[src/design/rau_pkg.sv]
package rau_pkg;

   typedef enum logic [2:0] {
      ACT_ADD = 3'd0,
      ACT_SUB = 3'd1,
      ACT_MUL = 3'd2,
      ACT_DIV = 3'd3,
      ACT_CMP = 3'd4
   } action_type;

   localparam logic [1:0] STATUS_OK       = 2'd0;
   localparam logic [1:0] STATUS_DIV_ZERO = 2'd1;
   localparam logic [1:0] STATUS_OVERFLOW = 2'd2;

   // gcd engine phases
   typedef enum logic [2:0] {
      GCD_IDLE,
      GCD_STRIP,
      GCD_RUN,
      GCD_DIV,
      GCD_DONE
   } gcd_state_type;

   // back-end sequencer
   typedef enum logic [3:0] {
      BE_IDLE,
      BE_OPA,
      BE_OPA_WAIT,
      BE_OPB,
      BE_OPB_WAIT,
      BE_MUL1,
      BE_MUL2,
      BE_MUL3,
      BE_MUL4,
      BE_COMBINE,
      BE_RES,
      BE_RES_WAIT,
      BE_OUT
   } be_state_type;

endpackage

[src/design/rau_front.sv]
// accepts words, checks zero denominators and action code, forms magnitudes
module rau_front #(
   parameter int VW = 32
) (
   input  logic          clock,
   input  logic          reset,
   input  logic          req_valid,
   output logic          req_ready,
   input  logic [2:0]    req_action,
   input  logic [31:0]   req_lhs_numerator,
   input  logic [31:0]   req_lhs_denominator,
   input  logic [31:0]   req_rhs_numerator,
   input  logic [31:0]   req_rhs_denominator,
   output logic          q_valid,
   input  logic          q_ready,
   output logic [2:0]    q_action,
   output logic          q_skip,
   output logic [1:0]    q_status,
   output logic          q_an,
   output logic [VW:0]   q_anum,
   output logic [VW:0]   q_aden,
   output logic          q_bn,
   output logic [VW:0]   q_bnum,
   output logic [VW:0]   q_bden
);

   localparam int QW = 3 + 1 + 2 + 2 + 4 * (VW + 1);
   localparam int DEPTH = 2;

   logic [VW-1:0] ln, ld, rn, rd;
   logic [VW:0] lnm, ldm, rnm, rdm;
   logic skip;
   logic [1:0] st;
   logic [QW-1:0] entry, head;
   logic [QW-1:0] fifo_ff [DEPTH];
   logic [1:0] cnt_ff, cnt_in;
   logic wr_ff, wr_in, rd_ptr_ff, rd_ptr_in;
   logic push, pop;

   function automatic logic [VW:0] magn(input logic [VW-1:0] v);
      logic [VW:0] e;
      e = {v[VW-1], v};
      return v[VW-1] ? (~e + 1'b1) : e;
   endfunction

   always_comb begin
      ln = req_lhs_numerator[VW-1:0];
      ld = req_lhs_denominator[VW-1:0];
      rn = req_rhs_numerator[VW-1:0];
      rd = req_rhs_denominator[VW-1:0];
      lnm = magn(ln); ldm = magn(ld); rnm = magn(rn); rdm = magn(rd);
      skip = 1'b0;
      st = rau_pkg::STATUS_OK;
      if (req_action > 3'(rau_pkg::ACT_CMP)) begin
         skip = 1'b1;
      end else if (ld == '0 || rd == '0) begin
         skip = 1'b1; st = rau_pkg::STATUS_DIV_ZERO;
      end else if (req_action == 3'(rau_pkg::ACT_DIV) && rn == '0) begin
         skip = 1'b1; st = rau_pkg::STATUS_DIV_ZERO;
      end
      entry = {req_action, skip, st,
               2'b00,
               lnm, ldm, rnm, rdm};
      entry[QW-7] = (ln[VW-1] ^ ld[VW-1]) && ln != '0;
      entry[QW-8] = (rn[VW-1] ^ rd[VW-1]) && rn != '0;
   end

   assign req_ready = (cnt_ff != 2'(DEPTH));
   assign push = req_valid && req_ready;
   assign q_valid = (cnt_ff != '0);
   assign pop = q_valid && q_ready;

   always_comb begin
      cnt_in = cnt_ff + {1'b0, push} - {1'b0, pop};
      wr_in = wr_ff ^ push;
      rd_ptr_in = rd_ptr_ff ^ pop;
   end

   always_ff @(posedge clock) begin
      if (reset) begin
         cnt_ff <= '0; wr_ff <= 1'b0; rd_ptr_ff <= 1'b0;
      end else begin
         cnt_ff <= cnt_in; wr_ff <= wr_in; rd_ptr_ff <= rd_ptr_in;
      end
      if (push) fifo_ff[wr_ff] <= entry;
   end

   assign head = fifo_ff[rd_ptr_ff];
   assign q_action = head[QW-1:QW-3];
   assign q_skip   = head[QW-4];
   assign q_status = head[QW-5:QW-6];
   assign q_an     = head[QW-7];
   assign q_bn     = head[QW-8];
   assign q_anum   = head[4*(VW+1)-1:3*(VW+1)];
   assign q_aden   = head[3*(VW+1)-1:2*(VW+1)];
   assign q_bnum   = head[2*(VW+1)-1:VW+1];
   assign q_bden   = head[VW:0];

endmodule

[config.mk]
export PLATFORM = sky130hd
export DESIGN_NAME = rau_front
export DESIGN_NICKNAME = d
export VERILOG_FILES = /design/src/design/rau_pkg.sv /design/src/design/rau_front.sv
export SDC_FILE = /design/constraint.sdc
export NUM_CORES = 1
export LEC_CHECK = 0
export ABC_AREA = 1
export BUFFER_PORTS_ARGS = -buffer_cell sky130_fd_sc_hd__buf_2
export CAP_MARGIN = 15
export CORE_ASPECT_RATIO = 0.8
export CORE_MARGIN = 3
export CORE_UTILIZATION = 25
export DETAILED_ROUTE_END_ITERATION = 8
export HOLD_SLACK_MARGIN = 0.12
export SYNTH_ARGS = -nofsm -noshare
export SYNTH_HDL_FRONTEND = slang
export SYNTH_SLANG_ARGS = --single-unit
[constraint.sdc]
create_clock -name clock -period 4 [get_ports clock]
set_input_delay 0.2 -clock clock [delete_from_list [all_inputs] [get_ports clock]]
set_output_delay 0.2 -clock clock [all_outputs]
set_load 0.05 [all_outputs]
==> impl_results.md, run 1 <==
- Asr flop ratio synth: 0
- Hold EP: wr_ff$_SDFF_PP0_
- Slowest stage delay, CP: 0.60 ns
- Levels on crit path: 5
- Post-synthesis cell type count: 38
- Placed cell count: 2543
- CP Capture Type: output pin
- Max cap viols: 0
- Commonest non-fill, non-tap cell in the layout: nand2_1
- R2R depth: 6
- Hold Path Class: in2reg
- Worst hold slack: 0.154 ns
- Worst hold start: req_valid
- Row Count: 77
- Setup violators final: 0
- Clock Sinks: 282
- #FFs+latches synth: 282
- Die Y: 220 µm
- Reg clk slew, reported paths: 0.06 ns
- Synth Cell Area: 0.0142 mm²
- Worst-margin pin slew: 0.899 ns
- RR Startpoint: cnt_ff[0]$_SDFF_PP0_
- Final Slew Violations: 0
- Rel. slew slack: 0.401
- Commonest register cell after synthesis: edfxtp_1
- # IOs: 277
- Arr. time, crit path: 2.50 ns
- Fin crit period: 2.70 ns
- Worst Skew: 0.00983 ns
- Total grt overflow: 0
- DRT iter0 DRCs: 952
- Slowest CP cell: inv_4
- Final Hold Fails: 0
- Drt drc: 0
- Core Area: 0.0558 mm²
- H-tree Lvls: 1
- CP Class: reg2out
- Antenna violations before repair: 1
- Chip width: 273 µm
- Fmax: 0.370 GHz
- Layout area overhead: 32.6%
- Reg2Reg Capture Point: fifo_ff[0][80]$_DFFE_PP_
- Largest net degree at the start of global routing: 73
- Routed vias: 11900
- Port bufs: 275
- Fillers: 5646
- Crit-path most repeated cell: nand2_1
- RSZ-0062 raised after global routing: false
- Family with the most delay on the worst path: buffers and inverters
- Static leakage: 8.10 nW
- Post-route cell area: 0.0189 mm²
- Postcts setup bufs: 0
- Drt total wl: 43.1 mm
- Leading cell types in the layout, fill and taps excluded: nand2_1 (665), edfxtp_1 (278), buf_2 (275), nor2_1 (143), dlygate4sd3_1 (127)
- DP HPWL: 30.5 mm
- CP max FO: 72
- Post-synthesis cell count: 1548
- Cell chain of the critical path: inv_4, buf_12, nand2_1, nand2_1, buf_2
- Avg Cell Area, Syn: 9.20 µm²
- Flop-to-flop setup slack: 1.81 ns
- CP startpoint kind: register
- Worst EP required: 3.80 ns
- Detail Route Antenna Nets: 0
- Vias/cell: 4.35
- Layout Cells excl Fill: 2727
- Outcome: complete, no violations
- PwrDens: 623 mW/mm²
- VDD IR-drop max: 0.000443 V
- Overall routing resource usage: 0.139
- Clock Tree Buf Depth: 3
- Post-Place Cell Area: 0.0165 mm²
- Share of cells above drive strength 1: 0.191
- Clk_lat worst skew: 0.57 ns
- Yosys warns: 0
- Wirelength per Cell: 15.8 µm
- Die footprint: 0.0599 mm²
- Hold Crit Depth: 5
- Total chip power: 11.8 mW
- Vias in the first global route: 11300
- Initial Util: 0.255
- First-pass GRT wire length: 64.9 mm
- Number of synthesized flops with an enable pin: 278
- Post-CTS Hold Buffers: 127
- CTS tree: done
- Crit share post-route: 0.676
- Placer Congestion: 0.880
- CTS-repair resized insts: 0
- NumNets Final: 2096
- Buffers & Inverters on Critical Path: 3
- Register area share after synthesis: 0.592
- TritonCTS buffer count: 31
- CTS root buf: clkbuf_16
- DRT Pass-1 Iters: 5
-- Yosys cell counts, types with 2 or more instances --
cell type / number / area, µm²
nand2_4: 2 / 22.5
xnor2_1: 23 / 201
inv_2: 4 / 15.0
nor2_1: 143 / 537
nand3_1: 69 / 345
xor2_1: 63 / 552
nand3b_1: 6 / 45.0
nor3_2: 2 / 20.0
o21ai_4: 5 / 81.3
buf_4: 3 / 22.5
o21ai_1: 6 / 30.0
clkbuf_1: 21 / 78.8
dfxtp_1: 4 / 80.1
buf_2: 19 / 95.1
o21ai_2: 2 / 17.5
nor3_4: 2 / 32.5
nand4_1: 31 / 194
ha_1: 8 / 100
nor2_2: 6 / 37.5
o21ai_0: 23 / 115
a21oi_1: 9 / 45.0
inv_1: 109 / 409
nand2_2: 6 / 37.5
nor3_1: 15 / 75.1
nor2_4: 5 / 56.3
edfxtp_1: 278 / 8350
nor4_1: 4 / 25.0
nand3_2: 6 / 60.1
nand2_1: 665 / 2500
-- final cells by class --
cell class                      count  area, µm²  area share
Sequential cell                   282       8430       0.446
Multi-Input combinational cell   1115       5230       0.277
Timing Repair Buffer              409       2750       0.146
Tap cell                          750        938      0.0497
Clock buffer                       32        779      0.0413
Inverter                          114        430      0.0228
Clock inverter                     23        319      0.0169
Antenna cell                        2       5.00    0.000265
-- registers in the layout, indices dropped and copies added, names as in the netlist --
signal and cells:
fifo_ff 278, cnt_ff 2, rd_ptr_ff 1, wr_ff 1
-- per-stage QoR --
stage | setup slack, ns | setup TNS, ns | util
after floorplan | -0.706 | -196.18 | -
after global placement | 1.78 | 0 | 0.296
after detailed placement | 1.77 | 0 | 0.296
after CTS | 1.20 | 0 | 0.338
after global routing | 1.05 | 0 | 0.339
final | 1.30 | 0 | 0.339
-- metal layers --
layer,GRT usage,vias to the layer above,wire [µm]
met4,0.0291,0,859
met3,0.0267,57,2770
met2,0.223,385,19200
met1,0.196,5556,20400
met5,0,-,0
li1,-,5859,-
-- how the worst max path moves through the flow --
stage	endpoint	slack [ns]	from
finish	q_status[0]	1.30	rd_ptr_ff$_SDFF_PP0_
global route	q_skip	1.05	rd_ptr_ff$_SDFF_PP0_
CTS	q_skip	1.20	rd_ptr_ff$_SDFF_PP0_
detailed placement	fifo_ff[0][85]$_DFFE_PP_	1.77	cnt_ff[0]$_SDFF_PP0_
global placement	fifo_ff[0][81]$_DFFE_PP_	1.78	cnt_ff[0]$_SDFF_PP0_
floorplan	fifo_ff[1][0]$_DFFE_PP_	-0.71	cnt_ff[0]$_SDFF_PP0_
-- worst reg2reg max path, stage by stage (launching register included) --
cell and delay [ns]:
dfxtp_1 0.34, inv_1 0.05, nand2_1 0.07, nand2_1 0.08, inv_1 0.15, ha_4 0.55, buf_4 0.57
-- power by group --
group	total, mW	internal, mW	switching (mW)
Combinational	4.65	0.942	3.71
Clock	3.09	1.87	1.22
Sequential	4.03	3.91	0.117
-- cell families (layout without fill, tap and decap cells) --
group	Yosys count	in the layout	share of synthesized area
and+or+nand+nor	965	965	0.282
xor gates and xnor gates	86	86	0.0529
AOI/OAI and AO/OA	47	47	0.0214
other	1	11	0.000263
buffers and inverters	159	578	0.0449
DFF	282	282	0.592
adders and majority gates	8	8	0.00703
No activity file was read; power rests on OpenSTA's default activity.
==> run 2, diff against run 1 <==
==> constraint.sdc (replaced) <==
create_clock -name clock -period 2.2 [get_ports clock]
set_input_delay 0.11 -clock clock [delete_from_list [all_inputs] [get_ports clock]]
set_output_delay 0.11 -clock clock [all_outputs]
set_load 0.05 [all_outputs]
==> run 2 against run 1 <==
Die area unchanged. Combinational power up 98%. Critical endpoint is now q_aden[14]. First-iteration DRC count down 0.11%. Cell area up 3.2%. Via count up 2.0%. Count of clock-buffer cells in the layout up 9.
==> impl_results.md, run 2 (synthesis gave the netlist of run 1 again) <==
- Reg clk slew, reported paths: 0.06 ns (about the same)
- Row Count: 77 (unchanged)
- Leading cell types in the layout, fill and taps excluded: nand2_1 (663), edfxtp_1 (278), buf_2 (260), nor2_1 (143), dlygate4sd3_1 (134)
- Antenna violations before repair: 0 (-1)
- Worst EP required: 2.09 ns (-1.71 ns)
- Worst Skew: 0.0238 ns (+0.0139 ns)
- Routed vias: 12100 (+2.0%)
- CP max FO: 23 (-68%)
- Outcome: complete, no violations
- Drt drc: 0 (unchanged)
- PwrDens: 1150 mW/mm² (+85%)
- Length of routed met3 wiring: 3.18 mm (+15%)
- Metal2 WL: 20.2 mm (+5.3%)
- Largest net degree at the start of global routing: 85 (+16%)
- Register area: 0.00843 mm² (unchanged)
- TNS Setup: 0 ns (unchanged)
- Initial Util: 0.255 (unchanged)
- Total grt overflow: 0 (unchanged)
- VDD IR-drop max: 0.000709 V (+60%)
- Placer Congestion: 0.937 (+6.4%)
- Detail Route Antenna Nets: 0 (unchanged)
- Vias/cell: 4.39 (+0.94%)
- NumNets Final: 2125 (+1.4%)
- Postcts setup bufs: 0 (unchanged)
- Chip width: 273 µm (unchanged)
- Setup violators final: 0 (unchanged)
- Drt total wl: 44.5 mm (+3.2%)
- DRT Pass-1 Iters: 5 (unchanged)
- Ant. Diodes: 0 (-2)
- Final Slew Violations: 0 (unchanged)
- DRT iter0 DRCs: 951 (-0.11%)
- Clk_lat worst skew: 0.53 ns (-0.04 ns)
- H-tree Lvls: 2 (+1)
- First-pass GRT wire length: 67.6 mm (+4.2%)
- Top sig layer: met4
- RSZ-0062 raised after global routing: false
- Share of cells above drive strength 1: 0.200 (+0.00951)
- TritonCTS buffer count: 35 (+13%)
- Final Hold Fails: 0 (unchanged)
- Overall routing resource usage: 0.146 (+0.00651)
- Crit share post-route: 0.945
- CTS root buf: clkbuf_16
- DP HPWL: 32.1 mm (+5.4%)
- Biggest regs: fifo_ff (278), cnt_ff (2)
- Die Y: 220 µm (unchanged)
- Reg with most FFs: fifo_ff
- Worst-margin pin slew: 0.534 ns (-0.365 ns)
- Commonest non-fill, non-tap cell in the layout: nand2_1
- Fin crit period: 2.08 ns
- Max FFs per register: 278 (unchanged)
- Layout area overhead: 36.8%
- CP Capture Type: output pin
- Vias in the first global route: 11700 (+3.7%)
- Fmax: 0.481 GHz
- Clock Tree Buf Depth: 3 (unchanged)
- Area of the multi-input gates: 0.00524 mm² (+0.19%)
- Die footprint: 0.0599 mm² (unchanged)
- CP startpoint kind: register
- Metal1 wirelength: 20.1 mm (-1.3%)
- Clock Sinks: 282 (unchanged)
- Fillers: 5586 (-1.1%)
- Static leakage: 8.37 nW (+3.4%)
- Max cap viols: 0 (unchanged)
- Hold Path Class: in2reg
- CTS tree: done
- Core Area: 0.0558 mm² (unchanged)
- # IOs: 277 (unchanged)
- Post-layout util: 0.349 (+0.0108)
- CP Class: reg2out
- Rel. slew slack: 0.640 (+0.240)
- Port bufs: 275 (unchanged)
- Wirelength per Cell: 16.1 µm (+2.1%)
- Arr. time, crit path: 1.97 ns (-0.53 ns)
-- run 2: final timing paths --
path                                from                 endpoint  slack [ns]  cells after the start
setup / recovery    rd_ptr_ff$_SDFF_PP0_               q_aden[14]        0.12                      6
hold / removal    req_rhs_denominator[1]  fifo_ff[0][3]$_DFFE_PP_        0.16                      4
setup reg to reg    cnt_ff[0]$_SDFF_PP0_     cnt_ff[1]$_SDFF_PP0_        0.51                     10
hold reg to reg     cnt_ff[0]$_SDFF_PP0_     cnt_ff[0]$_SDFF_PP0_        0.61                      3
-- run 2: per-stage QoR --
stage	instance area [µm²]	power, mW	setup WS, ns	hold slack (ns)	std cells
after CTS	19500	22.8	0.0506	0.132	2756
final	19500	22.4	0.120	0.163	2756
after global routing	19500	23.6	0.000528	0.163	2756
after global placement	17000	16.5	0.558	0.321	2561
after detailed placement	17000	16.6	0.521	0.320	2561
after floorplan	14300	13.4	0.0159	0.177	1556
-- run 2: per-layer routing --
metal,vias up,track usage
met5,-,0
met4,0,0.0431
met3,65,0.0299
met2,423,0.234
met1,5697,0.198
li1,5911,-
-- run 2: worst max-delay path, cell delays in order, from the launching register on --
cell and delay (ns):
dfxtp_4 0.37, inv_4 0.20, buf_12 0.22, buf_12 0.19
nand2_1 0.06, nand2_1 0.10, buf_2 0.27
-- run 2: power by group --
| group | internal [mW] | switching, mW | total (mW) |
|---|---|---|---|
| Clock | 3.62 | 2.29 | 5.91 |
| Combinational | 2.22 | 6.99 | 9.21 |
| Sequential | 7.11 | 0.220 | 7.33 |
-- run 2: cell type report --
| type | count | share of cell area |
|---|---|---|
| inverter | 114 | 0.0221 |
| multi-input combinational | 1115 | 0.269 |
| clock buffer | 41 | 0.0477 |
| sequential | 282 | 0.433 |
| clock inverter | 20 | 0.0128 |
| timing repair buffer | 434 | 0.168 |
| tap | 750 | 0.0481 |
-- run 2: repair_timing --
item / 4_1_cts / 5_1_grt
hold endpoints to repair: 266 / 0
hold buffers: 134 / 0
endpoints found under the setup margin: 0 / 0
resized for setup: 0 / 0
==> run 3, diff against run 2 <==
--- a/config.mk
+++ b/config.mk
@@ -11,8 +11,8 @@
 export CORE_ASPECT_RATIO = 0.8
 export CORE_MARGIN = 3
 export CORE_UTILIZATION = 25
+export CTS_BUF_LIST = sky130_fd_sc_hd__clkbuf_4
 export DETAILED_ROUTE_END_ITERATION = 8
-export HOLD_SLACK_MARGIN = 0.12
 export SYNTH_ARGS = -nofsm -noshare
 export SYNTH_HDL_FRONTEND = slang
 export SYNTH_SLANG_ARGS = --single-unit
==> run 3 against run 2 <==
The flow now finishes with violations (setup timing). Cell area up 9.5%. Final cell count up 6.8%. Count of clock-buffer cells in the layout up 75. Critical path depth up 4. Die area unchanged. Total power up 4.2%. Flip-flop and latch count unchanged. Global-route usage up 1.9 points. Routed wire length up 14%. Highest routed layer unchanged.
==> impl_results.md, run 3 (synthesis gave the netlist of run 1 again) <==
- Outcome: finished with violations
- Violated checks: setup timing
- Clk_lat worst skew: 0.79 ns (+0.26 ns)
- Clock Sinks: 282 (unchanged)
- CP max FO: 5 (-78%)
- Row Count: 77 (unchanged)
- Clock share of power: 0.212 (-0.051)
- Static leakage: 9.21 nW (+10%)
- Flop-to-flop setup slack: 0.50 ns (about the same)
- Worst EP required: 2.65 ns (+0.56 ns)
- Core Area: 0.0558 mm² (unchanged)
- Net load switching power: 10.0 mW (+5.7%)
- Slowest CP cell: dlygate4sd3_1
- Worst-margin pin slew: 0.542 ns (+0.00796 ns)
- Max cap viols: 0 (unchanged)
- Fin crit period: 2.26 ns (+0.178 ns)
- Largest net degree at the start of global routing: 57 (-33%)
- Share of cells above drive strength 1: 0.249 (+0.0486)
- NumNets Final: 2278 (+7.2%)
- Arr. time, crit path: 2.71 ns (+0.74 ns)
- # IOs: 277 (unchanged)
- Setup violators final: 8 (+8)
- Die Y: 220 µm (unchanged)
- Worst Skew: 0.0435 ns (+0.0197 ns)
- Register area: 0.00843 mm² (unchanged)
- Reg clk slew, reported paths: 0.06 ns (about the same)
- Crit-path most repeated cell: dlygate4sd3_1
- Die footprint: 0.0599 mm² (unchanged)
- Buffers & Inverters on Critical Path: 4 (unchanged)
- Fillers: 5452 (-2.4%)
- RR Startpoint: cnt_ff[0]$_SDFF_PP0_
- M3 GR Usage: 0.0420 (+0.0121)
- Worst hold slack: 0.138 ns (-0.0248 ns)
- CP Capture Type: register
- Port bufs: 275 (unchanged)
- Drt drc: 0 (unchanged)
- R2R depth: 10 (unchanged)
- Fmax: 0.443 GHz (-7.9%)
- Final worst slack: -0.0581 ns (-0.178 ns)
- Vias in the first global route: 13200 (+12%)
- Post-Place Cell Area: 0.0170 mm² (unchanged)
- Combinational Power Share: 0.474 (+0.064)
- Register share of total power: 0.314 (-0.012)
- Routed vias: 13300 (+9.7%)
- VDD IR-drop max: 0.000707 V (-0.27%)
- Hold Path Class: in2reg
- Switching Fraction: 0.429 (+0.00628)
- Initial Util: 0.255 (unchanged)
- Family with the most delay on the worst path: buffers and inverters
- CP startpoint kind: input pin
- Total grt overflow: 0 (unchanged)
- Final Hold Fails: 0 (unchanged)
- Layout area overhead: 49.8%
- H-tree Lvls: 3 (+1)
- Met1 Use GR: 0.211 (+0.0126)
- CTS root buf: clkbuf_4
- Int Pwr: 13.3 mW (+3.0%)
- Vias/cell: 4.51 (+2.7%)
- DRT iter0 DRCs: 957 (+0.63%)
- Drt total wl: 50.9 mm (+14%)
- Area of the multi-input gates: 0.00540 mm² (+3.0%)
- Leading cell types in the layout, fill and taps excluded: nand2_1 (640), edfxtp_1 (278), dlygate4sd3_1 (211), buf_2 (137), nor2_1 (130)
- Cell chain of the critical path: dlygate4sd3_1, buf_2, nor2_1, dlygate4sd3_1, nand2_1, nor2_4, nand2_1, o21ai_2, xnor2_1, dlygate4sd3_1
- Biggest regs: fifo_ff (278), cnt_ff (2)
- TritonCTS buffer count: 79 (+130%)
- DRT Pass-1 Iters: 5 (unchanged)
- Reg2Reg Capture Point: cnt_ff[1]$_SDFF_PP0_
- Levels on crit path: 10 (+4)
- Rel. slew slack: 0.638 (-0.00194)
- GRT Max-Usage Layer: met2
- Met2 Resource Use GR: 0.267 (+0.0326)
- DP HPWL: 32.1 mm (unchanged)
- CP Class: in2reg
- First-pass GRT wire length: 75.1 mm (+11%)
- Detail Route Antenna Nets: 0 (unchanged)
- RSZ-0062 raised after global routing: true
- Slowest stage delay, CP: 0.60 ns (+0.23 ns)
- CTS tree: done
- Placer Congestion: 0.937 (unchanged)
- CP endpoint: fifo_ff[1][53]$_DFFE_PP_
- Final Slew Violations: 0 (unchanged)
- Post-route cell area: 0.0213 mm² (+9.5%)
- Chip width: 273 µm (unchanged)
- CP startpoint: req_rhs_numerator[5]
- Max FFs per register: 278 (unchanged)
- Reg with most FFs: fifo_ff
- Crit share post-route: 1.03 (+0.0811)
- Antenna violations before repair: 1 (+1)
- Overall routing resource usage: 0.165 (+0.0189)
- Wirelength per Cell: 17.3 µm (+7.1%)
- Clock Tree Buf Depth: 3 (unchanged)
- Commonest non-fill, non-tap cell in the layout: nand2_1
- PwrDens: 1100 mW/mm² (-4.9%)
[run 3: per-stage QoR]
stage	setup slack [ns]	utilization	instances	TNS [ns]	power, mW
after floorplan	0.0159	-	1556	0	13.4
after global routing	-0.0305	0.383	2944	-0.108	24.6
after CTS	-0.0105	0.376	2936	-0.0463	23.3
after global placement	0.558	0.304	2561	0	16.5
final	-0.0581	0.383	2944	-0.296	23.4
after detailed placement	0.521	0.304	2561	0	16.6
[run 3: area by class of cell]
class,count,share of cell area
Sequential cell,282,0.395
Multi-Input combinational cell,1115,0.253
Timing Repair Buffer,543,0.239
Tap cell,750,0.0440
Clock buffer,116,0.0408
Inverter,114,0.0206
Clock inverter,23,0.00721
Antenna cell,1,0.000117
[run 3: worst min path at each step]
stage,startpoint,cells after the start,slack (ns),endpoint
after floorplan,reset,1,0.18,wr_ff$_SDFF_PP0_
after global placement,req_lhs_denominator[0],1,0.32,fifo_ff[0][66]$_DFFE_PP_
after detailed placement,req_lhs_denominator[0],1,0.32,fifo_ff[1][66]$_DFFE_PP_
after CTS,req_action[1],2,0.02,fifo_ff[0][137]$_DFFE_PP_
after global routing,reset,3,0.05,rd_ptr_ff$_SDFF_PP0_
final,reset,3,0.14,rd_ptr_ff$_SDFF_PP0_
[run 3: worst reg2reg max path: stages, from the launching register on]
cell and delay, ns:
dfxtp_1 0.32, inv_1 0.11, nand2_1 0.09, nand2_1 0.09, inv_1 0.07, ha_1 0.29
inv_1 0.06, ha_1 0.19, xnor2_1 0.18, nand2_1 0.07, nor3b_1 0.14
[run 3: repair_timing]
item / CTS / global route
pin swaps: 0 / 6
endpoints found under the setup margin: 135 / 99
cloned: 8 / 3
setup buffers: 8 / 10
resized for setup: 157 / 111
endpoints found under the hold margin: 279 / 0
hold buffers: 220 / 0
[run 3: power groups by stage]
stage	clock network [mW]	logic, mW	registers, mW
after CTS	5.14	10.8	7.34
after global routing	5.44	11.7	7.42
final	4.95	11.1	7.34
after global placement	0	9.07	7.41
after floorplan	0	6.01	7.40
after detailed placement	0	9.13	7.44
[run 3: routing by layer]
| metal | part of all wire | vias up |
|---|---|---|
| li1 | - | 6281 |
| met1 | 0.43 | 6277 |
| met2 | 0.46 | 599 |
| met3 | 0.079 | 112 |
| met4 | 0.032 | 0 |
| met5 | 0 | - |
